`config.mk`:
```
export PLATFORM = sky130hd
export DESIGN_NAME = oksrgb_cube
export DESIGN_NICKNAME = d
export VERILOG_FILES = /design/src/oklab_to_srgb8_pixel_converter_defines.svh /design/src/oksrgb_pkg.sv /design/src/oksrgb_cube.sv
export SDC_FILE = /design/constraint.sdc
export NUM_CORES = 2
export LEC_CHECK = 0
export ABC_AREA = 1
export CAP_MARGIN = 20
export CORE_AREA = 2 2 341 377
export CTS_CLUSTER_DIAMETER = 40
export DETAILED_ROUTE_END_ITERATION = 10
export DIE_AREA = 0 0 343 379
export DONT_BUFFER_PORTS = 1
export PLACE_DENSITY = 0.46
export SLEW_MARGIN = 0
export SYNTH_ARGS = -nofsm -noshare
export SYNTH_HDL_FRONTEND = slang
export SYNTH_SLANG_ARGS = --single-unit
```
`constraint.sdc`:
```
create_clock -name clk -period 5.6 [get_ports clk]
set_input_delay 0.28 -clock clk [delete_from_list [all_inputs] [get_ports clk]]
set_output_delay 0.28 -clock clk [all_outputs]
set_load 0.005 [all_outputs]
```
`src/oklab_to_srgb8_pixel_converter_defines.svh`:
```
// ----------------------------------------------------------------------------
// Oklab to sRGB8 converter: assertion macros
// Shorthand for clocked checks, reset masks them.
// ----------------------------------------------------------------------------
`ifndef OKLAB_TO_SRGB8_PIXEL_CONVERTER_DEFINES_SVH
`define OKLAB_TO_SRGB8_PIXEL_CONVERTER_DEFINES_SVH

// same-cycle implication
`define OKS_ASSERT_NOW(lbl, ante, cons, msg) \
	lbl: assert property (@(posedge clk) disable iff (!arst_n) (ante) |-> (cons)) \
		else $error(msg);

// next-cycle implication
`define OKS_ASSERT_NEXT(lbl, ante, cons, msg) \
	lbl: assert property (@(posedge clk) disable iff (!arst_n) (ante) |=> (cons)) \
		else $error(msg);

`endif

```
`src/oksrgb_pkg.sv`:
```
// ----------------------------------------------------------------------------
// oksrgb_pkg
// Widths, matrix coefficients and pipeline control types for the converter.
// ----------------------------------------------------------------------------
package oksrgb_pkg;

	localparam int FRAC_BITS_DEF       = 14;
	localparam int CURVE_ADDR_BITS_DEF = 10;

	localparam int IN_W        = 16;
	localparam int LMS_W       = 18;  // l', m', s' after the first matrix
	localparam int SQ_W        = 2 * LMS_W;
	localparam int CUBE_FULL_W = 3 * LMS_W;
	localparam int COEF_W      = 20;
	localparam int COEF_SH     = 16;
	localparam int LIN_FRAC    = 20;  // linear channels, 1.0 = 2^20
	localparam int ENC_W       = 17;  // encoded value, 1.0 = 65536
	localparam int ENC_SH      = 16;
	localparam int BYTE_W      = 8;

	localparam logic [BYTE_W-1:0] ALPHA_OPAQUE = 8'd255;

	// Oklab -> l'm's'
	localparam logic signed [COEF_W-1:0] M1_LA =  20'sd25974;
	localparam logic signed [COEF_W-1:0] M1_LB =  20'sd14143;
	localparam logic signed [COEF_W-1:0] M1_MA = -20'sd6918;
	localparam logic signed [COEF_W-1:0] M1_MB = -20'sd4185;
	localparam logic signed [COEF_W-1:0] M1_SA = -20'sd5864;
	localparam logic signed [COEF_W-1:0] M1_SB = -20'sd84639;

	// LMS -> linear sRGB
	localparam logic signed [COEF_W-1:0] M2_RL =  20'sd267173;
	localparam logic signed [COEF_W-1:0] M2_RM = -20'sd216774;
	localparam logic signed [COEF_W-1:0] M2_RS =  20'sd15137;
	localparam logic signed [COEF_W-1:0] M2_GL = -20'sd83128;
	localparam logic signed [COEF_W-1:0] M2_GM =  20'sd171033;
	localparam logic signed [COEF_W-1:0] M2_GS = -20'sd22369;
	localparam logic signed [COEF_W-1:0] M2_BL = -20'sd275;
	localparam logic signed [COEF_W-1:0] M2_BM = -20'sd46099;
	localparam logic signed [COEF_W-1:0] M2_BS =  20'sd111910;

	typedef struct packed {
		logic s1;
		logic s2;
		logic s3;
		logic s4;
		logic s5;
		logic s6;
		logic s7;
	} stage_en_t;

	function automatic int cube_w(int frac_bits);
		return CUBE_FULL_W - (3 * frac_bits - LIN_FRAC) + 1;
	endfunction

	function automatic int lin_w(int c_w);
		return c_w + COEF_W + 2 - COEF_SH;
	endfunction

endpackage

```
`src/oksrgb_cube.sv`:
```
// ----------------------------------------------------------------------------
// oksrgb_cube
// Stages 2-3: cube of one cone value, square then multiply, rounded to Q.20.
// ----------------------------------------------------------------------------
module oksrgb_cube #(
	parameter int FRAC_BITS = oksrgb_pkg::FRAC_BITS_DEF
) (
	input  logic                                           clk,
	input  oksrgb_pkg::stage_en_t                          en,
	input  logic signed [oksrgb_pkg::LMS_W-1:0]            x,
	output logic signed [oksrgb_pkg::cube_w(FRAC_BITS)-1:0] c_s3
);
	import oksrgb_pkg::*;

	localparam int C_W     = cube_w(FRAC_BITS);
	localparam int CUBE_SH = 3 * FRAC_BITS - LIN_FRAC;
	localparam logic signed [CUBE_FULL_W-1:0] HALF = CUBE_FULL_W'(1) <<< (CUBE_SH - 1);

	logic signed [SQ_W-1:0]        sq_s2;
	logic signed [LMS_W-1:0]       x_s2;
	logic signed [CUBE_FULL_W-1:0] full;

	assign full = CUBE_FULL_W'(sq_s2) * CUBE_FULL_W'(x_s2) + HALF;

	always_ff @(posedge clk) begin
		if (en.s2) begin
			sq_s2 <= SQ_W'(x) * SQ_W'(x);
			x_s2  <= x;
		end
		if (en.s3) begin
			c_s3 <= C_W'(full >>> CUBE_SH);
		end
	end

endmodule

```
==> results.toml <==
[logic_synthesis]
synth_edf_count = 84
yosysWarnings = 0
yosys_most_used_dff = "edfxtp_1"
yosys_register_bits = 84
yosysMostFrequentCell = "inv_1"
synth_cells = 4710
yosysSeqAreaShare_pct = 6.70
syn_area_mm2 = 0.0376
synth_commonest_cells = "1,540 x inv_1, 1,196 x nand2_1, 905 x fa_1"
synth_top_cell_by_area = "fa_1"
async_flop_share_pct = 0
synth_top_area_share_pct = 48.1
syn_avg_cell_area_um2 = 7.99
yosys-top-cells-area = "fa_1 48%, inv_1 15%, nand2_1 12%"
synth_cell_type_count = 38

[routing]
drc = 0
wl_per_cell_um = 16.3
dr.max_layer_used = "met4"
firstDrtPassIters = 8
wl_met1_um = 47700
drt-total-wl_um = 108000
ant_nets = 0
wl_met3_um = 3770
vias = 28449
drt_iter0_drc = 1370
wl_met2_um = 54700
avgViaCountPerCell = 4.30

[floorplanning]
num_rows = 137
ios = 59
fp.dieH_um = 379
die_x_um = 343
core-area_mm2 = 0.126
dieArea_mm2 = 0.130
initial_core_util_pct = 29.8

[layout]
multi_input_area_mm2 = 0.0306
seqCellArea_mm2 = 0.00252
area_growth_pct = 20.9
n_antenna_cell = 0
nets = 6113
final_core_util_pct = 36.1
drive_gt1_share_pct = 17.5
fillers = 13223

[clock_network]
clkTransAtPathRegs_ns = 0.10
cts_tree = "yes"
clock-sinks = 84
cts_buffer_depth = 2
cts_root_buf = "clkbuf_16"
clkLatencyLatePin_ns = 0.40
cts.htree.levels = 3
cts_buffers = 9

[global_routing]
antenna_found_initial = 0
grt_max_degree = 53
grt_pass1_wl_um = 174000
first_global_vias = 31742
grt_usage_pct = 17.2
grt_overflow = 0

[sta]
setup_ws_ns = -0.0639
layout_min_cycle_time_ns = 5.66
final_max_slew_viol_count = 0
max_freq_ghz = 0.177
setup_violations = 7
fin_skew_ns = 0.0290
hold_viol_final = 0
rsz0062_at_grt = "true"
period_share_pct = 101

[worst_setup_path]
startpoint = "x_s2[5]"
reg2reg_depth = 25
reg2reg_slack_ns = -0.06
timing.rr.start = "x_s2[5]"
crit_path_end = "c_s3[25]"
path_class = "reg2reg"
crit_arrival_ns = 5.83
required_ns = 5.76
endpoint_kind = "flop"
path_max_fanout = 5
critPathLaunchType = "flop"
reg2reg_to = "c_s3[25]"

[run]
max-cap-violations = 0

[placement]
place.gp.congestion = 0.900
pre_cts_ws_ns = -0.381
port_buffers = 0
hpwl_um = 90400

[outcome]
status = "finished with violations"
violations = "setup timing"

[worst_hold_path]
min-delay-path-class = "in2reg"
per-layer routing:
layer,GRT usage [%],up-vias
met3,1.58,88
met4,2.80,0
met5,0,-
li1,-,13592
met1,22.5,14329
met2,31.3,440
registers in the layout, indices dropped and copies added (netlist names):
| signal | count |
|---|---|
| x_s2 | 17 |
| c_s3 | 32 |
| sq_s2 | 35 |
repair_timing:
action	4_1_cts	5_1_grt
hold endpoints to repair	50	0
buffers inserted	16	30
gates cloned	3	4
hold buffers	19	0
setup endpoints to repair	32	32
gates resized for setup	257	323
pin swaps	75	128
layout by cell type, fill, tap and decap left out, types with 13 or more instances in the layout:
| cell | count |
|---|---|
| o21ai_0 | 15 |
| nand4_1 | 26 |
| inv_2 | 68 |
| nand2_2 | 103 |
| buf_4 | 264 |
| edfxtp_1 | 84 |
| nand2_1 | 1079 |
| o21ai_2 | 13 |
| nand3_1 | 71 |
| xor2_1 | 31 |
| fa_2 | 55 |
| fa_1 | 850 |
| nor2_4 | 29 |
| nor2_2 | 29 |
| clkbuf_16 | 13 |
| nand2_4 | 30 |
| inv_1 | 1474 |
| buf_6 | 34 |
| dlygate4sd3_1 | 18 |
| buf_12 | 76 |
| nor2_1 | 125 |
| ha_4 | 46 |
| a21oi_1 | 44 |
| xnor2_1 | 20 |
| ha_1 | 186 |
| a21oi_2 | 34 |
stage by stage:
step           setup TNS, ns  hold slack [ns]  instances  cell area, um2
2_1_floorplan              0            0.379       4715           37700
3_3_place_gp           -7.13            0.383       6536           42400
3_5_place_dp           -7.44            0.383       6536           42400
4_1_cts               -0.134          0.00803       6588           44100
5_1_grt                -4.16           0.0274       6619           45500
6_report              -0.181           0.0659       6619           45500
cells by family (layout without fill, tap and decap cells):
group	count (synthesis)	count (layout)	share of synthesized area, %
AOI/OAI and AO/OA	160	160	2.39
xor gates and xnor gates	54	54	1.26
adders and majority gates	1139	1139	55.9
buffers and inverters	1726	1962	17.2
DFF	84	84	6.70
other	2	7	0.0200
and+or+nand+nor	1545	1545	16.5
critical path: stages, from the launching register on:
cell,delay (ns)
edfxtp_1,0.41
buf_4,0.16
buf_12,0.14
nand2_1,0.05
inv_1,0.05
fa_1,0.51
fa_1,0.55
inv_1,0.06
fa_2,0.53
inv_1,0.05
fa_2,0.46
fa_1,0.49
inv_1,0.05
fa_2,0.60
inv_2,0.07
ha_4,0.29
buf_6,0.12
nand2_4,0.08
nor2_4,0.14
nand2_2,0.09
inv_1,0.07
nand3_2,0.07
inv_2,0.07
nand4_1,0.16
nand4_1,0.12
nand2_1,0.06
layout make-up:
type	instances	area share [%]
multi-input combinational	2905	67.1
clock buffer	10	0.503
clock inverter	4	0.0605
sequential	84	5.54
timing repair buffer	401	9.38
inverter	1547	12.8
tap	1668	4.59
worst min-delay path by stage:
stage | endpoint | cells after the start | startpoint | slack, ns
after floorplan | sq_s2[0] | 0 | x[0] | 0.38
after global placement | x_s2[12] | 0 | x[12] | 0.38
after detailed placement | x_s2[11] | 0 | x[11] | 0.38
after CTS | sq_s2[30] | 0 | en[5] | 0.008
after global routing | sq_s2[35] | 0 | en[5] | 0.03
final | sq_s2[30] | 0 | en[5] | 0.07
Power is left out: the tool's default activity adds up to more than one toggle a clock period on the data nets, which glitch-free logic cannot reach.
