`config.mk`:
```
export PLATFORM = sky130hd
export DESIGN_NAME = oksrgb_lms
export DESIGN_NICKNAME = d
export VERILOG_FILES = /design/src/oklab_to_srgb8_pixel_converter_defines.svh /design/src/oksrgb_pkg.sv /design/src/oksrgb_lms.sv
export SDC_FILE = /design/constraint.sdc
export NUM_CORES = 2
export LEC_CHECK = 0
export BUFFER_PORTS_ARGS = -buffer_cell sky130_fd_sc_hd__buf_2
export CAP_MARGIN = 20
export CORE_ASPECT_RATIO = 1.25
export CORE_MARGIN = 2
export CORE_UTILIZATION = 67
export CTS_CLUSTER_DIAMETER = 50
export DETAILED_ROUTE_END_ITERATION = 8
export GPL_TIMING_DRIVEN = 0
export PLACE_DENSITY = 0.92
export SYNTH_ARGS = -nofsm -noshare
export SYNTH_HDL_FRONTEND = slang
export SYNTH_SLANG_ARGS = --single-unit
```
`constraint.sdc`:
```
create_clock -name clk -period 13.75 [get_ports clk]
set_clock_uncertainty 0.1 [all_clocks]
set_input_delay 2.75 -clock clk [delete_from_list [all_inputs] [get_ports clk]]
set_output_delay 2.75 -clock clk [all_outputs]
set_load 0.005 [all_outputs]
```
`src/oklab_to_srgb8_pixel_converter_defines.svh`:
```
// ----------------------------------------------------------------------------
// Oklab to sRGB8 converter: assertion macros
// Shorthand for clocked checks, reset masks them.
// ----------------------------------------------------------------------------
`ifndef OKLAB_TO_SRGB8_PIXEL_CONVERTER_DEFINES_SVH
`define OKLAB_TO_SRGB8_PIXEL_CONVERTER_DEFINES_SVH

// same-cycle implication
`define OKS_ASSERT_NOW(lbl, ante, cons, msg) \
	lbl: assert property (@(posedge clk) disable iff (!arst_n) (ante) |-> (cons)) \
		else $error(msg);

// next-cycle implication
`define OKS_ASSERT_NEXT(lbl, ante, cons, msg) \
	lbl: assert property (@(posedge clk) disable iff (!arst_n) (ante) |=> (cons)) \
		else $error(msg);

`endif

```
`src/oksrgb_pkg.sv`:
```
// ----------------------------------------------------------------------------
// oksrgb_pkg
// Widths, matrix coefficients and pipeline control types for the converter.
// ----------------------------------------------------------------------------
package oksrgb_pkg;

	localparam int FRAC_BITS_DEF       = 14;
	localparam int CURVE_ADDR_BITS_DEF = 10;

	localparam int IN_W        = 16;
	localparam int LMS_W       = 18;  // l', m', s' after the first matrix
	localparam int SQ_W        = 2 * LMS_W;
	localparam int CUBE_FULL_W = 3 * LMS_W;
	localparam int COEF_W      = 20;
	localparam int COEF_SH     = 16;
	localparam int LIN_FRAC    = 20;  // linear channels, 1.0 = 2^20
	localparam int ENC_W       = 17;  // encoded value, 1.0 = 65536
	localparam int ENC_SH      = 16;
	localparam int BYTE_W      = 8;

	localparam logic [BYTE_W-1:0] ALPHA_OPAQUE = 8'd255;

	// Oklab -> l'm's'
	localparam logic signed [COEF_W-1:0] M1_LA =  20'sd25974;
	localparam logic signed [COEF_W-1:0] M1_LB =  20'sd14143;
	localparam logic signed [COEF_W-1:0] M1_MA = -20'sd6918;
	localparam logic signed [COEF_W-1:0] M1_MB = -20'sd4185;
	localparam logic signed [COEF_W-1:0] M1_SA = -20'sd5864;
	localparam logic signed [COEF_W-1:0] M1_SB = -20'sd84639;

	// LMS -> linear sRGB
	localparam logic signed [COEF_W-1:0] M2_RL =  20'sd267173;
	localparam logic signed [COEF_W-1:0] M2_RM = -20'sd216774;
	localparam logic signed [COEF_W-1:0] M2_RS =  20'sd15137;
	localparam logic signed [COEF_W-1:0] M2_GL = -20'sd83128;
	localparam logic signed [COEF_W-1:0] M2_GM =  20'sd171033;
	localparam logic signed [COEF_W-1:0] M2_GS = -20'sd22369;
	localparam logic signed [COEF_W-1:0] M2_BL = -20'sd275;
	localparam logic signed [COEF_W-1:0] M2_BM = -20'sd46099;
	localparam logic signed [COEF_W-1:0] M2_BS =  20'sd111910;

	typedef struct packed {
		logic s1;
		logic s2;
		logic s3;
		logic s4;
		logic s5;
		logic s6;
		logic s7;
	} stage_en_t;

	function automatic int cube_w(int frac_bits);
		return CUBE_FULL_W - (3 * frac_bits - LIN_FRAC) + 1;
	endfunction

	function automatic int lin_w(int c_w);
		return c_w + COEF_W + 2 - COEF_SH;
	endfunction

endpackage

```
`src/oksrgb_lms.sv`:
```
// ----------------------------------------------------------------------------
// oksrgb_lms
// Stage 1: Oklab to non-linear cone values through the inverse matrix.
// ----------------------------------------------------------------------------
module oksrgb_lms (
	input  logic                                 clk,
	input  oksrgb_pkg::stage_en_t                en,
	input  logic signed [oksrgb_pkg::IN_W-1:0]   light,
	input  logic signed [oksrgb_pkg::IN_W-1:0]   green_red,
	input  logic signed [oksrgb_pkg::IN_W-1:0]   blue_yellow,
	output logic signed [oksrgb_pkg::LMS_W-1:0]  l_s1,
	output logic signed [oksrgb_pkg::LMS_W-1:0]  m_s1,
	output logic signed [oksrgb_pkg::LMS_W-1:0]  s_s1
);
	import oksrgb_pkg::*;

	localparam int ACC_W = 34;
	localparam logic signed [ACC_W-1:0] HALF = ACC_W'(1) <<< (COEF_SH - 1);

	logic signed [ACC_W-1:0] lx, ax, bx, l_acc, m_acc, s_acc;

	assign lx = ACC_W'(light) <<< COEF_SH;
	assign ax = ACC_W'(green_red);
	assign bx = ACC_W'(blue_yellow);

	assign l_acc = lx + ax * ACC_W'(M1_LA) + bx * ACC_W'(M1_LB) + HALF;
	assign m_acc = lx + ax * ACC_W'(M1_MA) + bx * ACC_W'(M1_MB) + HALF;
	assign s_acc = lx + ax * ACC_W'(M1_SA) + bx * ACC_W'(M1_SB) + HALF;

	always_ff @(posedge clk) begin
		if (en.s1) begin
			l_s1 <= LMS_W'(l_acc >>> COEF_SH);
			m_s1 <= LMS_W'(m_acc >>> COEF_SH);
			s_s1 <= LMS_W'(s_acc >>> COEF_SH);
		end
	end

endmodule

```
==> reports/results.tsv <==
metric	value	unit
status	finished, final reports clean	
sequential-to-total area share from yosys stat	0.0485	
Syn. warnings	0	
delay-heaviest family, CP	adder cells	
sum of overflow across all layers after global routing	0	
total nets after synthesis	4728	
post-cts resize count	0	
cell with the most instances after synthesis	sky130_fd_sc_hd__inv_1	
cell count after placement	4059	
number of rows created at floorplan	91	
combined global-route utilization of all metal layers	0.368	
Hold Crit Class	primary input to flop	
Final Max Slew Viols	0	
DR WL/cell	22.3	um
most frequent cells after synthesis	1098 x sky130_fd_sc_hd__inv_1, 731 x sky130_fd_sc_hd__fa_1, 639 x sky130_fd_sc_hd__ha_1	
Most Frequent Cell on Critical Path	sky130_fd_sc_hd__fa_1	
Post-synth EDFFs	54	
drt via density	5.87	
final worst-path setup slack	0.405	ns
reported max-cap violation count	0	
post-detailed-placement half-perimeter wirelength	79200	um
dominant cell type by area after synthesis	sky130_fd_sc_hd__fa_1	
Initial Util	0.678	
number of buffers added on ports	103	
antenna violations before repair	1	
clock tree buffer depth	2	
Data arrival, critical path	13.33	ns
Hold Violations, Final	0	
die footprint	51700	um2
first-pass GRT wire length	141000	um
Final setup violation count	0	
RSZ-0062 raised after global routing	no	
CORE AREA	49300	um2
DRC	0	
via count	23900	
Buf/Inv on CP	6	
highest fanout seen on the critical path	9	
cell area after synthesis	33400	um2
Primary FF master, synth	sky130_fd_sc_hd__edfxtp_1	
minimum clock period	13.34	ns
Final period util	0.971	
final standard cell count with taps included and fillers excluded	4068	
flop and latch count out of synthesis	54	
standard cell with the maximum stage delay on the critical path	sky130_fd_sc_hd__fa_1	
vias in the first global route	27000	
cts-stage hold buffer count	0	
number of nets at the end of the flow	4842	
number of distinct standard cells referenced by the synthesized netlist	61	
largest net degree at the start of global routing	61	
delay of the slowest critical-path stage	0.57	ns
H-Tree Level Count	2	
number of clock sinks seen by CTS	54	
syn_area_per_cell	10.1	um2
final weighted congestion in routability-driven placement	0.987	
clock buffers created by TritonCTS	5	
share of Yosys cell area claimed by the top area cell type	0.438	
Post-CTS Setup Bufs	0	
DRT iter0 DRCs	1550	
Setup Crit Path Kind	primary input to flop	
growth of design area from synthesis to finish	4.72	%
library cell used as clock root buffer	sky130_fd_sc_hd__clkbuf_16	
Post-Route WL	90600	um
Async SR Flop Fraction	0	
crit path capture type	flop	
clock transition time at the flip-flop clock pins of the worst setup and hold paths	0.09	ns
clock tree from TritonCTS	built	
Relative slew margins	0.320	
DIE HEIGHT	254	um
Worst Max-Slew Pin Slew	1.01	ns
Initial DRT Pass Iterations	7	
top achievable clock speed	0.0749	GHz
required time of the critical path	13.74	ns
chip width	204	um
Synth Instances	3302	
Area contributors post-synth	sky130_fd_sc_hd__fa_1 44%, sky130_fd_sc_hd__ha_1 24%, sky130_fd_sc_hd__inv_1 12%	
post-placement worst setup slack	-0.0807	ns
Top Ports	110	
share of layout cells above drive strength 1	0.0427	
remaining number of nets flagged by the antenna check after routing	0	
kind of start point of the critical path	primary input	
[state kept, by name, summed over array words and instances (netlist names)]
signal,count
m_s1,18
s_s1,18
l_s1,18
[cell usage in the layout, fill, tap and decap left out, types with 5 or more instances in the layout]
master	count
sky130_fd_sc_hd__a31oi_1	7
sky130_fd_sc_hd__nor2_1	81
sky130_fd_sc_hd__o31ai_1	9
sky130_fd_sc_hd__buf_2	102
sky130_fd_sc_hd__fa_1	731
sky130_fd_sc_hd__o21bai_1	15
sky130_fd_sc_hd__inv_1	1097
sky130_fd_sc_hd__or3_1	10
sky130_fd_sc_hd__o211ai_1	10
sky130_fd_sc_hd__clkbuf_1	6
sky130_fd_sc_hd__xor2_1	52
sky130_fd_sc_hd__nor3_1	34
sky130_fd_sc_hd__nand2_1	59
sky130_fd_sc_hd__ha_1	639
sky130_fd_sc_hd__a21o_1	42
sky130_fd_sc_hd__nand3_1	24
sky130_fd_sc_hd__and2_1	7
sky130_fd_sc_hd__clkbuf_16	5
sky130_fd_sc_hd__a31o_2	6
sky130_fd_sc_hd__edfxtp_1	54
sky130_fd_sc_hd__o21ai_0	54
sky130_fd_sc_hd__o21a_1	16
sky130_fd_sc_hd__a211oi_1	14
sky130_fd_sc_hd__nor2b_1	19
sky130_fd_sc_hd__nand2b_1	8
sky130_fd_sc_hd__xnor2_1	121
sky130_fd_sc_hd__a21oi_1	83
sky130_fd_sc_hd__and3_1	10
sky130_fd_sc_hd__or2_2	13
sky130_fd_sc_hd__nand4_1	12
[cell type report]
type                       instances  area (um2)
antenna                            1        2.50
buffer                             6        22.5
clock buffer                       5         125
clock inverter                     2        13.8
fill                            3216       14300
inverter                        1099        4130
multi-input combinational       2143       27700
sequential                        54        1620
tap                              651         815
timing repair buffer             107         606
[worst paths after layout]
| kind | start | endpoint | slack, ns | cells past startpoint |
|---|---|---|---|---|
| setup / recovery | green_red[7] | l_s1[16] | 0.41 | 32 |
| hold / removal | en[6] | l_s1[11] | 2.93 | 1 |
[routing by layer]
layer / GRT usage / wire [um]
met5: 0 / 0
met4: 0.300 / 9190
met3: 0.0658 / 7400
met2: 0.622 / 43300
met1: 0.408 / 30700
[metrics by stage]
step	util	cell area (um2)	setup TNS [ns]	hold WS (ns)
finish	0.710	35000	0	2.93
floorplan	-	33400	0	2.76
CTS	0.710	35000	0	2.91
global route	0.710	35000	0	2.95
detailed placement	0.707	34800	-0.0956	3.04
global placement	0.705	34800	0	3.04
[cells by family (layout without fill, tap and decap cells)]
group,after synthesis,count (layout),synth area share
buffers and inverters,1105,1219,0.124
AND/OR/NAND/NOR,294,294,0.0432
other,0,1,0
XOR/XNOR,174,174,0.0460
AO/OA/AOI/OAI,297,297,0.0591
flip-flops,54,54,0.0485
adder cells (fa/ha/maj),1370,1370,0.677
multiplexers,8,8,0.00254
Power is not shown: default switching activity piles up to over one toggle a cycle in this logic, so the estimate is an artifact.
